<file path="config.mk">
export PLATFORM = sky130hd
export DESIGN_NAME = tssr_ram
export DESIGN_NICKNAME = d
export VERILOG_FILES = /design/src/hdl/tssr_ram.sv
export SDC_FILE = /design/constraint.sdc
export NUM_CORES = 2
export LEC_CHECK = 0
export ABC_AREA = 0
export BUFFER_PORTS_ARGS = -buffer_cell sky130_fd_sc_hd__buf_2
export CORE_MARGIN = 5
export CORE_UTILIZATION = 45
export DETAILED_ROUTE_END_ITERATION = 8
export HOLD_SLACK_MARGIN = 0.12
export PLACE_DENSITY_LB_ADDON = 0.05
export SYNTH_ARGS = -nofsm -noshare
export SYNTH_HDL_FRONTEND = slang
export SYNTH_SLANG_ARGS = --single-unit
</file>
<file path="constraint.sdc">
create_clock -name clk_i -period 6 [get_ports clk_i]
set_clock_uncertainty 0.2 [all_clocks]
set_input_delay 1.2 -clock clk_i [delete_from_list [all_inputs] [get_ports clk_i]]
set_output_delay 1.2 -clock clk_i [all_outputs]
set_load 0.01 [all_outputs]
</file>
<file path="src/hdl/tssr_ram.sv">
// Generic single-write, single-read RAM with registered read data.
module tssr_ram #(
  parameter int unsigned Width = 8,
  parameter int unsigned Depth = 256
) (
  input  logic                     clk_i,
  input  logic                     we_i,
  input  logic [$clog2(Depth)-1:0] waddr_i,
  input  logic [Width-1:0]         wdata_i,
  input  logic [$clog2(Depth)-1:0] raddr_i,
  output logic [Width-1:0]         rdata_o
);

  logic [Width-1:0] mem [Depth];

  always_ff @(posedge clk_i) begin
    if (we_i) begin
      mem[waddr_i] <= wdata_i;
    end
    rdata_o <= mem[raddr_i];
  end

endmodule

</file>
==> summary.md <==
| Metric | Value |
|---|---|
| CP cell instances | `buf_8 -> buf_12 -> mux4_2 -> a22o_1 -> a221oi_1 -> o32ai_1 -> nor3_1 -> nor4_1` |
| Yosys warns | `0` |
| Inst Count DP | `5992` |
| DP HPWL | `131.7 mm` |
| Hold Vio Cnt, Final | `0` |
| Adder and majority gate portion of the synthesized area | `0%` |
| Area of the multi-input gates | `16500 µm²` |
| Post-Syn Nets | `3759` |
| Row count | `154` |
| Post-CTS sizing | `0` |
| Initial Utilization | `45.22%` |
| Critical path capture point type | `flop` |
| Detail Route Antenna Nets | `0` |
| Status | `completed` |
| Setup CP Type | `input pin to flop` |
| Slew @ Worst Pin | `1426 ps` |
| Final non-filler cell total | `6398` |
| Simple-Gate Fraction of Synth Area | `2.628%` |
| DRT Pass-1 Iters | `5` |
| H-tree depth | `4` |
| CP Depth | `8` |
| Worst-Skew Late Latency | `850 ps` |
| Top_reg_cell synth | `edfxtp_1` |
| Most common cell in the netlist | `edfxtp_1` |
| Top cell type's share of synthesized area | `77.30%` |
| Fin crit period | `4588 ps` |
| Max Fclk | `0.2179 GHz` |
| Critical path's largest stage delay | `1110 ps` |
| GPL Wtd Cong | `0.8141` |
| EDFF count, synth | `2048` |
| Cell Area, Placed | `82530 µm²` |
| Full die area | `185300 µm²` |
| Crit. Startpoint | `raddr_i[0]` |
| Worst path slowest cell | `nor3_1` |
| Die Ht | `430.5 µm` |
| Fin crit share | `76.47%` |
| Max VDD drop | `316.8 µV` |
| Clock Tree Root | `clkbuf_16` |
| Core Box Area | `175900 µm²` |
| Clk sinks | `2056` |
| Clk slew on worst S/H paths | `60 ps` |
| Initial DRC count | `4249` |
| Mux cell area share after synthesis | `14.62%` |
| Worst-path maximum fanout | `48` |
| Layout cell share with drive strength beyond 1 | `23.20%` |
| Final setup TNS | `0 ps` |
| Asr flop ratio synth | `0%` |
| R2r startpoint | `mem[82][5]$_DFFE_PP_` |
| Largest net degree at the start of global routing | `175` |
| Fill count | `13910` |
| Area share of xor/xnor cells in the synthesized design | `0%` |
| Hold_buf cts | `0` |
| Compound-cell area share of the yosys netlist | `3.419%` |
| CTS buffer count | `213` |
| Crit path DAT | `5050 ps` |
| WL/cell | `33.49 µm` |
| Avg Cell Area, Syn | `21.31 µm²` |
| Worst path top cell family by delay | `simple AND/OR/NAND/NOR gates` |
| Critical path capture point | `rdata_o[5]$_DFF_P_` |
| Total GRT Usage | `23.03%` |
| Reg2Reg Setup Slack | `2440 ps` |
| Nets | `3893` |
| Initial antenna violation count | `13` |
| Endpoints failing setup | `0` |
| Yosys reg bits | `2056` |
| Number of buffers added for setup after CTS | `0` |
| TritonCTS clock tree | `yes` |
| Final slew viol count | `0` |
| First-pass GRT wire length | `303.3 mm` |
| Fin util | `50.82%` |
| P&R area growth vs syn | `12.38%` |
| Yosys cell types | `55` |
| Cell accounting for the most synthesized area | `edfxtp_1` |
| HP Class | `input pin to flop` |
| Via density per instance | `6.033` |
| Syn Inst Count | `3733` |
| Post-synthesis sequential area ratio | `77.50%` |
| Synth cell count leaders | `edfxtp_1 (2048), mux4_2 (454), nor2_1 (282)` |
| Vias post-DR | `38600` |
| Final WL | `214.3 mm` |
| PortBufs | `33` |
| Largest family of logic cells by synthesized area | `multiplexers` |
| DRC Markers | `0` |
| Mapped Area | `79560 µm²` |
| GRT overflow | `0` |
| RSZ-0062 raised after global routing | `no` |
| Leakage | `27.48 nW` |
| CTS Buffer Depth | `3` |
| Hold_ws | `713.3 ps` |
| Seq. cell area | `61660 µm²` |
| Max_slew headroom | `4.210%` |
| Die X | `430.5 µm` |
| CP required | `6460 ps` |
| Vias in the first global route | `39610` |
| MaxCap Viol Count | `0` |
| Pwr Density | `338.9 nW/µm²` |
| Synth top area cells | `edfxtp_1 (77%), mux4_2 (13%), mux2i_1 (1.7%)` |
| Fin area | `89410 µm²` |
| R2r endpoint | `rdata_o[5]$_DFF_P_` |
| Setup crit start kind | `input pin` |
| CP Buf/Inv Count | `2` |
| Worst reg2reg path depth | `6` |
| I/O pin count | `34` |
[through the flow]
| step | worst slack [ps] | total power (W) |
|---|---|---|
| 2_1_floorplan | 2662 | 0.01692 |
| 3_3_place_gp | 666.3 | 0.01765 |
| 5_1_grt | 1365 | 0.03125 |
| 4_1_cts | 1543 | 0.03058 |
| 6_report | 1412 | 0.03030 |
| 3_5_place_dp | 622.5 | 0.01768 |
[area by class of cell]
type | count | area share (%)
multi-input combinational | 1442 | 18.46
tap | 2340 | 3.275
clock buffer | 259 | 6.155
clock inverter | 141 | 1.516
inverter | 2 | 0.008397
timing repair buffer | 152 | 1.609
sequential | 2056 | 68.96
antenna | 6 | 0.01679
[worst reg2reg max path, stage by stage (launching register included)]
cell	delay (ps)
edfxtp_1	360
mux4_2	530
a22o_1	250
a221oi_1	570
o32ai_1	200
nor3_1	1110
nor4_1	170
[flip-flops by register name, summed over array words and instances (netlist names)]
signal	cells
mem	2048
rdata_o	8
[power breakdown]
| group | internal, W | switching [W] |
|---|---|---|
| registers | 0.0158 | 0.0000342 |
| clock network | 0.00744 | 0.00551 |
| logic | 0.000490 | 0.000986 |
[layer usage]
| layer | share of wire [%] | up-vias | global-route usage, % |
|---|---|---|---|
| met3 | 5.7 | 313 | 3.544 |
| met1 | 42 | 20920 | 31.95 |
| met2 | 50 | 1369 | 38.39 |
| met5 | 0 | - | 0 |
| met4 | 2.8 | 0 | 6.319 |
| li1 | - | 16000 | - |
[how the worst min path moves through the flow]
stage	startpoint	to	slack, ps	cells past startpoint
6_report	wdata_i[6]	mem[52][6]$_DFFE_PP_	710	1
5_1_grt	wdata_i[6]	mem[52][6]$_DFFE_PP_	700	1
4_1_cts	wdata_i[6]	mem[79][6]$_DFFE_PP_	710	1
3_5_place_dp	mem[222][4]$_DFFE_PP_	rdata_o[4]$_DFF_P_	900	5
3_3_place_gp	mem[36][6]$_DFFE_PP_	rdata_o[6]$_DFF_P_	920	6
2_1_floorplan	mem[40][3]$_DFFE_PP_	rdata_o[3]$_DFF_P_	570	6
[cells by family after synthesis]
| family | count (synthesis) |
|---|---|
| flops | 2056 |
| mux | 591 |
| simple gates | 466 |
| compound gates | 385 |
| buf+inv | 235 |
[cell usage in the layout (no fill, tap or decap), types with 8 or more instances in the layout]
cell type	instances
a211oi_1	16
a21oi_1	96
a221oi_1	13
a22o_1	8
a22oi_1	133
buf_12	23
buf_2	22
buf_4	97
bufinv_16	21
clkbuf_1	46
clkbuf_16	213
clkbuf_8	8
clkinv_1	43
clkinv_2	54
dfxtp_1	8
edfxtp_1	2048
mux2i_1	134
mux4_2	454
nand2_1	32
nand2b_1	8
nand3_1	34
nand4_1	10
nor2_1	279
nor2b_1	28
nor3_1	22
nor4_1	22
o211ai_1	10
o21ai_0	10
o221ai_1	46
o22ai_1	28
(Power assumes the default switching activity.)
